File: src/assert_macros.svh
// Assertion macros shared by the turbo code block segmenter RTL.
`ifndef ASSERT_MACROS_SVH
`define ASSERT_MACROS_SVH

`ifndef SYNTHESIS

// Same-cycle implication, disabled while reset is asserted.
`define TCBS_ASSERT_IMP(lbl, clk, rstn, ante, cons) \
  lbl: assert property (@(posedge clk) disable iff (!rstn) (ante) |-> (cons)) \
    else $error("same-cycle implication failed");

// Next-cycle implication, disabled while reset is asserted.
`define TCBS_ASSERT_NXT(lbl, clk, rstn, ante, cons) \
  lbl: assert property (@(posedge clk) disable iff (!rstn) (ante) |=> (cons)) \
    else $error("next-cycle implication failed");

`else

`define TCBS_ASSERT_IMP(lbl, clk, rstn, ante, cons)
`define TCBS_ASSERT_NXT(lbl, clk, rstn, ante, cons)

`endif

`endif

File: src/tcbs_pkg.sv
// Shared types, constants and turbo interleaver table functions.
package tcbs_pkg;

  localparam int TCBS_TB_SIZE_WIDTH = 20;
  localparam int TCBS_CRC_BITS      = 24;
  localparam int TCBS_MAX_K         = 6144;
  localparam int TCBS_CFG_RESET     = 6144;
  localparam int TCBS_CNT_W         = 15;
  localparam int TCBS_K_W           = 13;

  typedef logic [1:0] tcbs_kind_t;
  localparam tcbs_kind_t KIND_OK   = 2'd0;
  localparam tcbs_kind_t KIND_ZERO = 2'd1;
  localparam tcbs_kind_t KIND_ERR  = 2'd2;

  typedef struct packed {
    logic       load;
    logic       one_blk;
    logic       div1_go;
    logic       take_c;
    logic       div2_go;
    logic       take_need;
    logic       take_idx;
    logic       take_prod;
    logic       take_e;
    logic       take_out;
    tcbs_kind_t kind;
  } tcbs_cmd_t;

  typedef struct packed {
    logic zero;
    logic fits;
    logic z_small;
    logic c_over;
    logic need_big;
    logic idx_zero;
    logic multi;
    logic div_done;
    logic div_busy;
    logic out_free;
  } tcbs_sts_t;

  // Interleaver size at a table index.
  function automatic logic [12:0] tcbs_tc_size(input logic [7:0] idx);
    logic [12:0] i13;
    i13 = 13'(idx);
    if (idx < 8'd60) begin
      return 13'd40 + (i13 << 3);
    end else if (idx < 8'd92) begin
      return 13'd512 + ((i13 - 13'd59) << 4);
    end else if (idx < 8'd124) begin
      return 13'd1024 + ((i13 - 13'd91) << 5);
    end else begin
      return 13'd2048 + ((i13 - 13'd123) << 6);
    end
  endfunction

  // Index of the smallest interleaver size that is at least n (n <= 6144).
  function automatic logic [7:0] tcbs_tc_index(input logic [12:0] n);
    if (n <= 13'd40) begin
      return 8'd0;
    end else if (n <= 13'd512) begin
      return 8'((n - 13'd33) >> 3);
    end else if (n <= 13'd1024) begin
      return 8'd59 + 8'((n - 13'd497) >> 4);
    end else if (n <= 13'd2048) begin
      return 8'd91 + 8'((n - 13'd993) >> 5);
    end else begin
      return 8'd123 + 8'((n - 13'd1985) >> 6);
    end
  endfunction

endpackage

File: src/turbo_code_block_segmenter_core.sv
// Top level of the turbo code block segmenter: APB register, controller and datapath.
//
//   Channel   Direction  Handshake            Word contents
//   in_       input      in_valid/in_ready    transport block size
//   out_      output     out_valid/out_ready  status, C, K+, K-, indices, C+, C-, F
//   cfg_      APB slave  psel/penable/pready  max_block_size at byte address 0
//
// One word is processed at a time. A single code block skips the divider;
// a split block makes two divider passes, one for C and one for ceil(B'/C).
// rst_n is synchronous and active low; it restores max_block_size to 6144.
// A finished word waits in the output register while the next word is accepted;
// a new result is loaded only once that register is free.
module turbo_code_block_segmenter_core
  import tcbs_pkg::*;
#(
  parameter int TB_SIZE_WIDTH = TCBS_TB_SIZE_WIDTH
) (
  input  logic                     clk,
  input  logic                     rst_n,
  // Input word
  input  logic                     in_valid,
  output logic                     in_ready,
  input  logic [TB_SIZE_WIDTH-1:0] in_tb_size,
  // Result word
  output logic                     out_valid,
  input  logic                     out_ready,
  output logic                     out_status,
  output logic [14:0]              out_block_count,
  output logic [12:0]              out_large_size,
  output logic [7:0]               out_large_index,
  output logic [12:0]              out_small_size,
  output logic [7:0]               out_small_index,
  output logic [14:0]              out_large_count,
  output logic [14:0]              out_small_count,
  output logic [5:0]               out_filler_bits,
  // Configuration port
  input  logic                     cfg_psel,
  input  logic                     cfg_penable,
  input  logic                     cfg_pwrite,
  input  logic [2:0]               cfg_paddr,
  input  logic [31:0]              cfg_pwdata,
  output logic [31:0]              cfg_prdata,
  output logic                     cfg_pready
);

`include "assert_macros.svh"

  // The only register sits at byte address 0; address bit 2 selects the
  // (empty) next word, so writes there are ignored and reads return zero.
  logic [12:0] max_block_size_r;
  logic        cfg_wr;

  assign cfg_pready = 1'b1;
  assign cfg_wr     = cfg_psel && cfg_penable && cfg_pwrite && cfg_pready && !cfg_paddr[2];

  always_ff @(posedge clk) begin
    if (!rst_n) begin
      max_block_size_r <= 13'(TCBS_CFG_RESET);
    end else if (cfg_wr) begin
      max_block_size_r <= cfg_pwdata[12:0];
    end
  end

  assign cfg_prdata = cfg_paddr[2] ? 32'd0 : 32'(max_block_size_r);

  // The controller steps through the segmentation; the datapath holds all
  // operands and reports the decisions the controller branches on.
  tcbs_cmd_t cmd;
  tcbs_sts_t sts;

  tcbs_ctrl u_ctrl (
    .clk      (clk),
    .rst_n    (rst_n),
    .in_valid (in_valid),
    .in_ready (in_ready),
    .sts      (sts),
    .cmd      (cmd)
  );

  tcbs_dp #(
    .TB_SIZE_WIDTH (TB_SIZE_WIDTH)
  ) u_dp (
    .clk             (clk),
    .rst_n           (rst_n),
    .cmd             (cmd),
    .sts             (sts),
    .tb_size         (in_tb_size),
    .max_block_size  (max_block_size_r),
    .out_valid       (out_valid),
    .out_ready       (out_ready),
    .out_status      (out_status),
    .out_block_count (out_block_count),
    .out_large_size  (out_large_size),
    .out_large_index (out_large_index),
    .out_small_size  (out_small_size),
    .out_small_index (out_small_index),
    .out_large_count (out_large_count),
    .out_small_count (out_small_count),
    .out_filler_bits (out_filler_bits)
  );

  // Terms checked by the assertions below.
  logic err_word_clear;
  logic count_sum_ok;

  assign err_word_clear = (out_block_count == 15'd0) && (out_large_size == 13'd0) &&
                          (out_filler_bits == 6'd0);
  assign count_sum_ok   = (16'(out_large_count) + 16'(out_small_count)) ==
                          16'(out_block_count);

  // An error word carries nothing but the status bit.
  `TCBS_ASSERT_IMP(a_err_zero, clk, rst_n, out_valid && out_status, err_word_clear)
  // The two block counts always add up to the total.
  `TCBS_ASSERT_IMP(a_count_sum, clk, rst_n, out_valid && !out_status, count_sum_ok)
  // The divider never runs while the block waits for a new word.
  `TCBS_ASSERT_IMP(a_idle_div, clk, rst_n, in_ready, !sts.div_busy)
  // One word is worked on at a time.
  `TCBS_ASSERT_NXT(a_one_word, clk, rst_n, in_valid && in_ready, !in_ready)

endmodule

File: src/tcbs_div.sv
// Radix-4 restoring divider, two quotient bits per cycle.
module tcbs_div
  import tcbs_pkg::*;
#(
  parameter int DWE = TCBS_TB_SIZE_WIDTH + 6,
  parameter int VW  = TCBS_CNT_W
) (
  input  logic           clk,
  input  logic           rst_n,
  input  logic           start,
  input  logic [DWE-1:0] dividend,
  input  logic [VW-1:0]  divisor,
  output logic           busy,
  output logic           done,
  output logic [DWE-1:0] quotient
);

  localparam int STEPS = DWE / 2;
  localparam int CW    = $clog2(STEPS + 1);

  logic [DWE-1:0] acc_r, acc_nxt;
  logic [VW-1:0]  rem_r, rem_nxt;
  logic [VW-1:0]  dv_r;
  logic [CW-1:0]  cnt_r;
  logic           busy_r, done_r;

  logic [VW:0] r1, r2, dv_ext;
  logic [VW:0] r1s, r2s;
  logic        q1, q0;

  always_comb begin
    dv_ext  = {1'b0, dv_r};
    r1      = {rem_r, acc_r[DWE-1]};
    q1      = (r1 >= dv_ext);
    r1s     = q1 ? (r1 - dv_ext) : r1;
    r2      = {r1s[VW-1:0], acc_r[DWE-2]};
    q0      = (r2 >= dv_ext);
    r2s     = q0 ? (r2 - dv_ext) : r2;
    rem_nxt = r2s[VW-1:0];
    acc_nxt = {acc_r[DWE-3:0], q1, q0};
  end

  always_ff @(posedge clk) begin
    if (!rst_n) begin
      busy_r <= 1'b0;
      done_r <= 1'b0;
      cnt_r  <= '0;
    end else begin
      done_r <= 1'b0;
      if (start) begin
        busy_r <= 1'b1;
        cnt_r  <= CW'(STEPS);
      end else if (busy_r) begin
        cnt_r <= cnt_r - 1'b1;
        if (cnt_r == CW'(1)) begin
          busy_r <= 1'b0;
          done_r <= 1'b1;
        end
      end
    end
  end

  always_ff @(posedge clk) begin
    if (start) begin
      acc_r <= dividend;
      rem_r <= '0;
      dv_r  <= divisor;
    end else if (busy_r) begin
      acc_r <= acc_nxt;
      rem_r <= rem_nxt;
    end
  end

  assign busy     = busy_r;
  assign done     = done_r;
  assign quotient = acc_r;

endmodule

File: src/tcbs_ctrl.sv
// Sequencing state machine of the segmenter.
module tcbs_ctrl
  import tcbs_pkg::*;
(
  input  logic      clk,
  input  logic      rst_n,
  input  logic      in_valid,
  output logic      in_ready,
  input  tcbs_sts_t sts,
  output tcbs_cmd_t cmd
);

  localparam logic [3:0] S_IDLE = 4'd0;
  localparam logic [3:0] S_CHK  = 4'd1;
  localparam logic [3:0] S_DIV1 = 4'd2;
  localparam logic [3:0] S_CNT  = 4'd3;
  localparam logic [3:0] S_D2GO = 4'd4;
  localparam logic [3:0] S_DIV2 = 4'd5;
  localparam logic [3:0] S_IDX  = 4'd6;
  localparam logic [3:0] S_MUL  = 4'd7;
  localparam logic [3:0] S_SUB  = 4'd8;
  localparam logic [3:0] S_OUT  = 4'd9;

  logic [3:0] state_r, state_nxt;
  tcbs_kind_t kind_r, kind_nxt;

  always_comb begin
    state_nxt = state_r;
    kind_nxt  = kind_r;
    cmd       = '0;
    cmd.kind  = kind_r;
    unique case (state_r)
      S_IDLE: begin
        if (in_valid) begin
          cmd.load  = 1'b1;
          kind_nxt  = KIND_OK;
          state_nxt = S_CHK;
        end
      end
      S_CHK: begin
        priority if (sts.zero) begin
          kind_nxt  = KIND_ZERO;
          state_nxt = S_OUT;
        end else if (sts.fits) begin
          cmd.one_blk = 1'b1;
          state_nxt   = S_IDX;
        end else if (sts.z_small) begin
          kind_nxt  = KIND_ERR;
          state_nxt = S_OUT;
        end else begin
          cmd.div1_go = 1'b1;
          state_nxt   = S_DIV1;
        end
      end
      S_DIV1: begin
        if (sts.div_done) begin
          state_nxt = S_CNT;
        end
      end
      S_CNT: begin
        if (sts.c_over) begin
          kind_nxt  = KIND_ERR;
          state_nxt = S_OUT;
        end else begin
          cmd.take_c = 1'b1;
          state_nxt  = S_D2GO;
        end
      end
      S_D2GO: begin
        cmd.div2_go = 1'b1;
        state_nxt   = S_DIV2;
      end
      S_DIV2: begin
        if (sts.div_done) begin
          cmd.take_need = 1'b1;
          state_nxt     = S_IDX;
        end
      end
      S_IDX: begin
        if (sts.need_big || (sts.multi && sts.idx_zero)) begin
          kind_nxt  = KIND_ERR;
          state_nxt = S_OUT;
        end else begin
          cmd.take_idx = 1'b1;
          state_nxt    = S_MUL;
        end
      end
      S_MUL: begin
        cmd.take_prod = 1'b1;
        state_nxt     = S_SUB;
      end
      S_SUB: begin
        cmd.take_e = 1'b1;
        state_nxt  = S_OUT;
      end
      S_OUT: begin
        if (sts.out_free) begin
          cmd.take_out = 1'b1;
          state_nxt    = S_IDLE;
        end
      end
      default: begin
        state_nxt = S_IDLE;
      end
    endcase
  end

  always_ff @(posedge clk) begin
    if (!rst_n) begin
      state_r <= S_IDLE;
      kind_r  <= KIND_OK;
    end else begin
      state_r <= state_nxt;
      kind_r  <= kind_nxt;
    end
  end

  assign in_ready = (state_r == S_IDLE);

endmodule

File: src/tcbs_dp.sv
// Segmentation datapath: operand registers, divider, table lookup and result register.
module tcbs_dp
  import tcbs_pkg::*;
#(
  parameter int TB_SIZE_WIDTH = TCBS_TB_SIZE_WIDTH
) (
  input  logic                     clk,
  input  logic                     rst_n,
  input  tcbs_cmd_t                cmd,
  output tcbs_sts_t                sts,
  input  logic [TB_SIZE_WIDTH-1:0] tb_size,
  input  logic [12:0]              max_block_size,
  output logic                     out_valid,
  input  logic                     out_ready,
  output logic                     out_status,
  output logic [14:0]              out_block_count,
  output logic [12:0]              out_large_size,
  output logic [7:0]               out_large_index,
  output logic [12:0]              out_small_size,
  output logic [7:0]               out_small_index,
  output logic [14:0]              out_large_count,
  output logic [14:0]              out_small_count,
  output logic [5:0]               out_filler_bits
);

  localparam int BW  = TB_SIZE_WIDTH + 1;
  localparam int DW  = TB_SIZE_WIDTH + 6;
  localparam int DWE = DW + (DW % 2);
  localparam int PW  = TCBS_CNT_W + TCBS_K_W;
  localparam int EW  = (DWE > PW) ? DWE : PW;
  localparam int RW  = 21;

  logic [BW-1:0]  b_r;
  logic           zero_r;
  logic           multi_r;
  logic [14:0]    c_r;
  logic [DWE-1:0] bp_r;
  logic [DWE-1:0] need_r;
  logic [7:0]     idx_r;
  logic [12:0]    k1_r;
  logic [PW-1:0]  prod_r;
  logic [RW-1:0]  e_r;

  logic           div_start, div_busy, div_done;
  logic [DWE-1:0] div_dividend, div_quot;
  logic [14:0]    div_divisor;
  logic [14:0]    quot_c;
  logic [EW-1:0]  e_full;
  logic [7:0]     idx_calc;

  always_comb begin
    div_start    = cmd.div1_go || cmd.div2_go;
    div_dividend = cmd.div1_go ? (DWE'(b_r) + DWE'(max_block_size) - DWE'(TCBS_CRC_BITS + 1))
                               : (bp_r - DWE'(1));
    div_divisor  = cmd.div1_go ? (15'(max_block_size) - 15'(TCBS_CRC_BITS)) : c_r;
  end

  tcbs_div #(
    .DWE (DWE),
    .VW  (TCBS_CNT_W)
  ) u_div (
    .clk      (clk),
    .rst_n    (rst_n),
    .start    (div_start),
    .dividend (div_dividend),
    .divisor  (div_divisor),
    .busy     (div_busy),
    .done     (div_done),
    .quotient (div_quot)
  );

  assign quot_c   = div_quot[14:0];
  assign idx_calc = tcbs_tc_index(need_r[12:0]);
  assign e_full   = EW'(prod_r) - EW'(bp_r);

  always_ff @(posedge clk) begin
    if (cmd.load) begin
      b_r    <= BW'(tb_size) + BW'(TCBS_CRC_BITS);
      zero_r <= (tb_size == '0);
    end
    if (cmd.one_blk) begin
      c_r     <= 15'd1;
      multi_r <= 1'b0;
      bp_r    <= DWE'(b_r);
      need_r  <= DWE'(b_r);
    end
    if (cmd.take_c) begin
      c_r     <= quot_c;
      multi_r <= 1'b1;
      // B' = B + 24*C, with 24*C formed as 16*C + 8*C.
      bp_r    <= DWE'(b_r) + DWE'({quot_c, 4'b0}) + DWE'({quot_c, 3'b0});
    end
    if (cmd.take_need) begin
      need_r <= div_quot + DWE'(1);
    end
    if (cmd.take_idx) begin
      idx_r <= idx_calc;
      k1_r  <= tcbs_tc_size(idx_calc);
    end
    if (cmd.take_prod) begin
      prod_r <= PW'(c_r) * PW'(k1_r);
    end
    if (cmd.take_e) begin
      e_r <= e_full[RW-1:0];
    end
  end

  // Adjacent table entries differ by a power of two, so C- and F come from
  // a shift and a mask of the excess E = C*K+ - B'.
  logic [2:0]    sh;
  logic [5:0]    fmask;
  logic [RW-1:0] c2_full;
  logic [14:0]   c2;
  logic [7:0]    idx2;
  logic [12:0]   k2;
  logic [5:0]    fill;

  always_comb begin
    priority if (idx_r < 8'd60) begin
      sh    = 3'd3;
      fmask = 6'h07;
    end else if (idx_r < 8'd92) begin
      sh    = 3'd4;
      fmask = 6'h0F;
    end else if (idx_r < 8'd124) begin
      sh    = 3'd5;
      fmask = 6'h1F;
    end else begin
      sh    = 3'd6;
      fmask = 6'h3F;
    end
    c2_full = e_r >> sh;
    idx2    = multi_r ? (idx_r - 8'd1) : 8'd0;
    k2      = multi_r ? tcbs_tc_size(idx_r - 8'd1) : 13'd0;
    c2      = multi_r ? c2_full[14:0] : 15'd0;
    fill    = multi_r ? (e_r[5:0] & fmask) : e_r[5:0];
  end

  logic out_valid_r;

  always_ff @(posedge clk) begin
    if (!rst_n) begin
      out_valid_r <= 1'b0;
    end else if (cmd.take_out) begin
      out_valid_r <= 1'b1;
    end else if (out_ready) begin
      out_valid_r <= 1'b0;
    end
  end

  always_ff @(posedge clk) begin
    if (cmd.take_out) begin
      out_status <= (cmd.kind == KIND_ERR);
      if (cmd.kind == KIND_OK) begin
        out_block_count <= c_r;
        out_large_size  <= k1_r;
        out_large_index <= idx_r;
        out_small_size  <= k2;
        out_small_index <= idx2;
        out_large_count <= c_r - c2;
        out_small_count <= c2;
        out_filler_bits <= fill;
      end else begin
        out_block_count <= '0;
        out_large_size  <= '0;
        out_large_index <= '0;
        out_small_size  <= '0;
        out_small_index <= '0;
        out_large_count <= '0;
        out_small_count <= '0;
        out_filler_bits <= '0;
      end
    end
  end

  assign out_valid = out_valid_r;

  always_comb begin
    sts          = '0;
    sts.zero     = zero_r;
    sts.fits     = (b_r <= BW'(max_block_size));
    sts.z_small  = (max_block_size <= 13'(TCBS_CRC_BITS));
    sts.c_over   = |div_quot[DWE-1:15];
    sts.need_big = (need_r > DWE'(TCBS_MAX_K));
    sts.idx_zero = (idx_calc == 8'd0);
    sts.multi    = multi_r;
    sts.div_done = div_done;
    sts.div_busy = div_busy;
    sts.out_free = !out_valid_r || out_ready;
  end

endmodule

File: config.mk
export PLATFORM = sky130hd
export DESIGN_NAME = turbo_code_block_segmenter_core
export DESIGN_NICKNAME = d
export VERILOG_FILES = /design/src/tcbs_pkg.sv /design/src/turbo_code_block_segmenter_core.sv /design/src/tcbs_div.sv /design/src/tcbs_ctrl.sv /design/src/tcbs_dp.sv
export VERILOG_INCLUDE_DIRS = /design/src /design/src/src
export SDC_FILE = /design/constraint.sdc
export NUM_CORES = 1
export LEC_CHECK = 0
export BUFFER_PORTS_ARGS = -buffer_cell sky130_fd_sc_hd__buf_2
export CORE_MARGIN = 2
export CORE_UTILIZATION = 55
export DETAILED_ROUTE_END_ITERATION = 7
export GPL_TIMING_DRIVEN = 0
export PLACE_DENSITY = 0.83
export SLEW_MARGIN = 20
export SYNTH_ARGS = -nofsm -noshare
export SYNTH_HDL_FRONTEND = slang
export SYNTH_SLANG_ARGS = --single-unit
File: constraint.sdc
create_clock -name clk -period 15.2 [get_ports clk]
set_input_delay 0.76 -clock clk [delete_from_list [all_inputs] [get_ports clk]]
set_output_delay 0.76 -clock clk [all_outputs]
set_load 0.02 [all_outputs]
Yosys cells after proc, flatten, opt, wreduce, memory -nomap -nowiden:

Cells that the tools add are included.
W data, S select, Z words.

* $mul: 1
* order comparisons: 18
* add/sub/neg operators: 35
* shifts and indexed selects: 1
* mux-type cells: 73
* reductions and logical operators: 24
* equal/unequal tests: 19
* bitwise gates (word level): 3

Operator list (number)
* $mux W26: 6
* $mux W13: 7
* $mux W15: 6
* $lt A8 B7 Y1 const B: 6
* $sub A15 B15 Y15: 3
* $mux W4: 11
* $pmux W4 S10: 1
* $ge A16 B15 Y1: 2
* $mux W8: 4
* $add A10 B13 Y13 const A: 2
* $add A11 B13 Y13 const A: 2
* $add A12 B13 Y13 const A: 2
* $add A26 B1 Y26 const B: 1
* $add A26 B18 Y26: 1
* $gt A26 B13 Y1 const B: 1
* $sub A26 B1 Y26 const B: 1
* $sub A26 B5 Y26 const B: 1
* $add A6 B11 Y12 const A: 2
* $lt A8 B6 Y1 const B: 3
* $mux W6: 4
* $add A21 B13 Y22: 1
* $add A21 B19 Y22: 1
* $mux W1: 22
* $add A20 B5 Y21 const B: 1
* other kinds (50): 83

* register bits after elaboration: 329
* input port bits: 62
* logic and storage cells: 204
* output and inout bits: 129

Depth between registers and ports, before layout:

* depth after elaboration: 11
* gate-level depth with buffers: 25
* gate-level depth less buffers: 23

By module:

From an unflattened synthesis, not the netlist that was laid out.

* cells, all modules: 2739
* area, all modules: 25976.2 sq um

Modules (own cells, without submodules)
* tcbs_dp: cells each 2169, area each 20551.0 sq um, instances 1, sequential area each 6946.7 sq um
* tcbs_div: cells each 395, area each 4056.4 sq um, instances 1, sequential area each 1651.6 sq um
* turbo_code_block_segmenter_core: cells each 94, area each 802.0 sq um, instances 1, sequential area each 260.2 sq um
* tcbs_ctrl: cells each 81, area each 566.8 sq um, instances 1, sequential area each 120.1 sq um

Least setup slack after synthesis:

Ideal clock, no wire load.

* path type: reg2reg
* from: register u_dp.u_div.acc_r[25], in the netlist u_dp.u_div.quotient[25]
* to: register u_dp.u_div.acc_r[0], in the netlist u_dp.u_div.quotient[0], data pin
* data arrival time: 5249 ps
* buffers on the path: 2
* setup time: 261 ps
* clock period less this slack: 5510 ps
* required time: 14939 ps
* setup slack: 9690 ps
* stages on the path, launching flop included: 25
* cells stage by stage: edfxtp_1 -> inv_1 -> ha_1 -> inv_1 -> fa_1 -> a211oi_1 -> o21bai_1 -> a31o_2 -> a211oi_2 -> a211oi_1 -> nor4_4 -> clkbuf_1 -> nand2_1 -> o21ai_0 -> ha_1 -> and2_1 -> o21a_1 -> a31oi_1 -> a21oi_1 -> a21o_1 -> a21oi_1 -> nand2b_1 -> nand3_1 -> buf_2 -> a221o_1

* word-level cells in the longest chain between the ends: 5
* elaborated cells between the ends (all ways): 6
* those cells by class: add/sub: 1; order compare: 2; mux: 3

Ends and longest elaborated chain
* from (decl): RTL line tcbs_div.sv:21 `logic [DWE-1:0] acc_r, acc_nxt;`
* from (signal assigned): RTL line tcbs_div.sv:65 `acc_r <= dividend;`
* from (signal assigned): RTL line tcbs_div.sv:69 `acc_r <= acc_nxt;`
* $sub A15 B15 Y15 or $ge A16 B15 Y1 (tied branches): RTL line tcbs_div.sv:35, tcbs_div.sv:34
* $mux W15 *: RTL line tcbs_div.sv:35 `r1s = q1 ? (r1 - dv_ext) : r1;`
* $ge A16 B15 Y1 *: RTL line tcbs_div.sv:37 `q0 = (r2 >= dv_ext);`
* $mux W26 *: RTL line tcbs_div.sv:68 `end else if (busy_r) begin`
* $mux W26 *: RTL line tcbs_div.sv:64 `if (start) begin`

Every way passes the cells marked *; elsewhere a longest branch is shown, timed or not. The select of a mux whose other input is x is not followed.
A chain may end at the register's enable or synchronous reset.

Worst setup path in the final report:

Ends and elaborated chain as after synthesis.

==> metrics.yaml <==
area_delta_synth_final_pct: 11.3
cp.required_ns: 15.50
p_leak_nw: 11.8
startpoint_type: "flip-flop"
synth_top_area_cell: "edfxtp_1"
cp-end-kind: "flip-flop"
hold_violations: 0
io_pins: 191
post_cts_buffers: 0
grt_overflow: 0
max_cap_violations: 0
clock-root-buffer: "clkbuf_16"
clk_latency_ns: 0.57
grt_pass1_wl_mm: 118
via_count: 22583
hpwl_mm: 58.3
path_clk_slew_ns: 0.06
ant_nets: 0
critPathMaxFanout: 10
netlist_area_um2: 25800
synthFlopType: "edfxtp_1"
synth.avg_cell_area_um2: 9.19
synth_edf_count: 272
die_x_um: 220
worst_pin_slew_ns: 1.09
setup_viol: 0
holdWs_ns: 0.396
drt_iter0_drc: 2470
period_minus_slack_ns: 7.07
peakVddDrop_uv: 104
skew_ns: 0.0233
wl_mm: 76.2
ys_ff_latch: 314
p_per_area_nw_per_um2: 115
yosysSeqAreaShare: 0.350
ctsResizeCount: 0
slew_headroom: 0.272
clockBufferDepth: 3
drcViolationCount: 1
synth_top_area_frac: 0.317
holdPathStages: 1
grt_pass1_vias: 21934
status: "finished, violations left"
rsz0062_at_grt: "false"
synth_warnings: 0
cts_max_level: 2
die_y_um: 220
cts_hold_buffers: 0
fillers: 3784
final_common_cell: "nand2_1"
start_util: 0.556
yosysUniqueCellTypes: 98
async_flop_share: 0
dr.pass1.iters: 8
r2r_cells: 24
drv_slew: 0
grt_start_max_net_pins: 32
wire_per_inst_um: 20.9
failed_checks: "DRC"
antenna_found_initial: 6
port_buffers: 142
fin_setup_tns_ns: 0
std_cell_rows: 79
via_per_inst: 6.19
finish.net_count: 3348
critical_path_arrival_ns: 7.37
die_area_um2: 48600
layout_common_cells: "nand2_1, edfxtp_1, inv_1, nor2_1, ha_1"
crit_type: "flip-flop to flip-flop"
cts_inserted_buffers: 35
yosys-top-cells-area: "edfxtp_1, ha_1, fa_1"
min_path_type: "primary input to flip-flop"
layout-drive-gt1-share: 0.101
grt_use_total: 0.313
cts_tree: "yes"
core_area_um2: 46400
clock-sinks: 314
place_congestion: 1.03
syn_inst: 2804
finalCritPeriodShare: 0.465
fmax_mhz: 141
==> synth_stat cells, types with 29 or more instances <==
cell and count:
dfxtp_1 42, a21o_1 37, nand4_1 33, a21oi_1 143
edfxtp_1 272, o21ai_0 165, nor2_1 193, mux2i_1 42
clkbuf_1 101, nand3_1 61, inv_1 238, xor2_1 73
nor2b_1 34, nor4_1 29, nor3_1 64, nand2_1 304
ha_1 182, xnor2_1 147, fa_1 90, and3_1 29
o211ai_1 40, and2_1 121
==> worst paths after layout <==
path                           start                endpoint  slack, ns
min                    in_tb_size[2]             u_dp.b_r[2]       0.40
min reg2reg      u_dp.u_div.rem_r[2]     u_dp.u_div.rem_r[2]       0.52
max          u_dp.u_div.quotient[25]  u_dp.u_div.quotient[0]       8.13
max reg2reg  u_dp.u_div.quotient[25]  u_dp.u_div.quotient[0]       8.13
==> sequential cells by signal, indices dropped and copies added, names as in the netlist, 18 cells and up <==
register,cells
u_dp.need_r,26
u_dp.u_div.quotient,26
u_dp.bp_r,23
u_dp.b_r,21
u_dp.e_r,21
u_dp.prod_r,18
==> worst max-delay path, stage by stage (launching register included) <==
cell and delay [ns]:
edfxtp_1 0.47, inv_1 0.15, ha_1 0.19, inv_1 0.06, fa_1 0.44, a211oi_1 0.28, o21bai_1 0.13, a31o_2 0.29
a211oi_2 0.31, a211oi_1 0.17, nor4_4 0.59, clkbuf_1 0.52, nand2_1 0.10, o21ai_0 0.13, ha_1 0.36, and2_1 0.20
o21a_1 0.17, a31oi_1 0.31, a21oi_1 0.16, a21o_1 0.21, a21oi_1 0.23, nand2b_1 0.18, nand3_1 0.40, buf_2 0.41
a221o_1 0.35
==> layer usage <==
layer  wire length, µm  GRT usage
met1             28600      0.394
met2             35100      0.507
met3              7730     0.0602
met4              4620      0.176
met5                71          0
==> per-stage QoR <==
| stage | utilization | power, W | worst slack (ns) | cell area [µm²] | instances |
|---|---|---|---|---|---|
| global placement | 0.589 | 0.00230 | 8.36 | 27300 | 3578 |
| floorplan | - | 0.00204 | 9.69 | 25800 | 2829 |
| CTS | 0.618 | 0.00325 | 8.25 | 28700 | 3648 |
| global route | 0.618 | 0.00344 | 7.70 | 28700 | 3649 |
| finish | 0.618 | 0.00328 | 8.13 | 28700 | 3649 |
| detailed placement | 0.592 | 0.00235 | 8.29 | 27500 | 3584 |
==> where the power goes <==
| part | switching [W] | internal, W | leakage [nW] | total [W] |
|---|---|---|---|---|
| logic | 0.000763 | 0.000536 | 8.36 | 0.00130 |
| clock network | 0.000375 | 0.000527 | 0.590 | 0.000902 |
| registers | 0.0000799 | 0.00100 | 2.87 | 0.00108 |
| total | 0.00122 | 0.00206 | 11.8 | 0.00328 |
==> kinds of logic after synthesis <==
kind of cell             after synthesis  share of synthesized area
adder cells (fa/ha/maj)              272                      0.158
other                                  2                   0.000292
AND/OR/NAND/NOR                      971                      0.186
buffers and inverters                380                     0.0597
multiplexers                          56                     0.0224
AO/OA/AOI/OAI                        588                      0.148
XOR/XNOR                             221                     0.0754
flip-flops                           314                      0.350
==> layout make-up <==
type	count	area [µm²]	share of cell area
multi-input combinational	2135	15300	0.535
sequential	314	9010	0.314
clock buffer	41	920	0.0321
inverter	240	901	0.0314
timing repair buffer	148	821	0.0286
tap	607	759	0.0265
buffer	140	636	0.0222
clock inverter	23	284	0.00991
antenna	1	2.50	0.0000873
No activity file was read; power rests on OpenSTA's default activity.
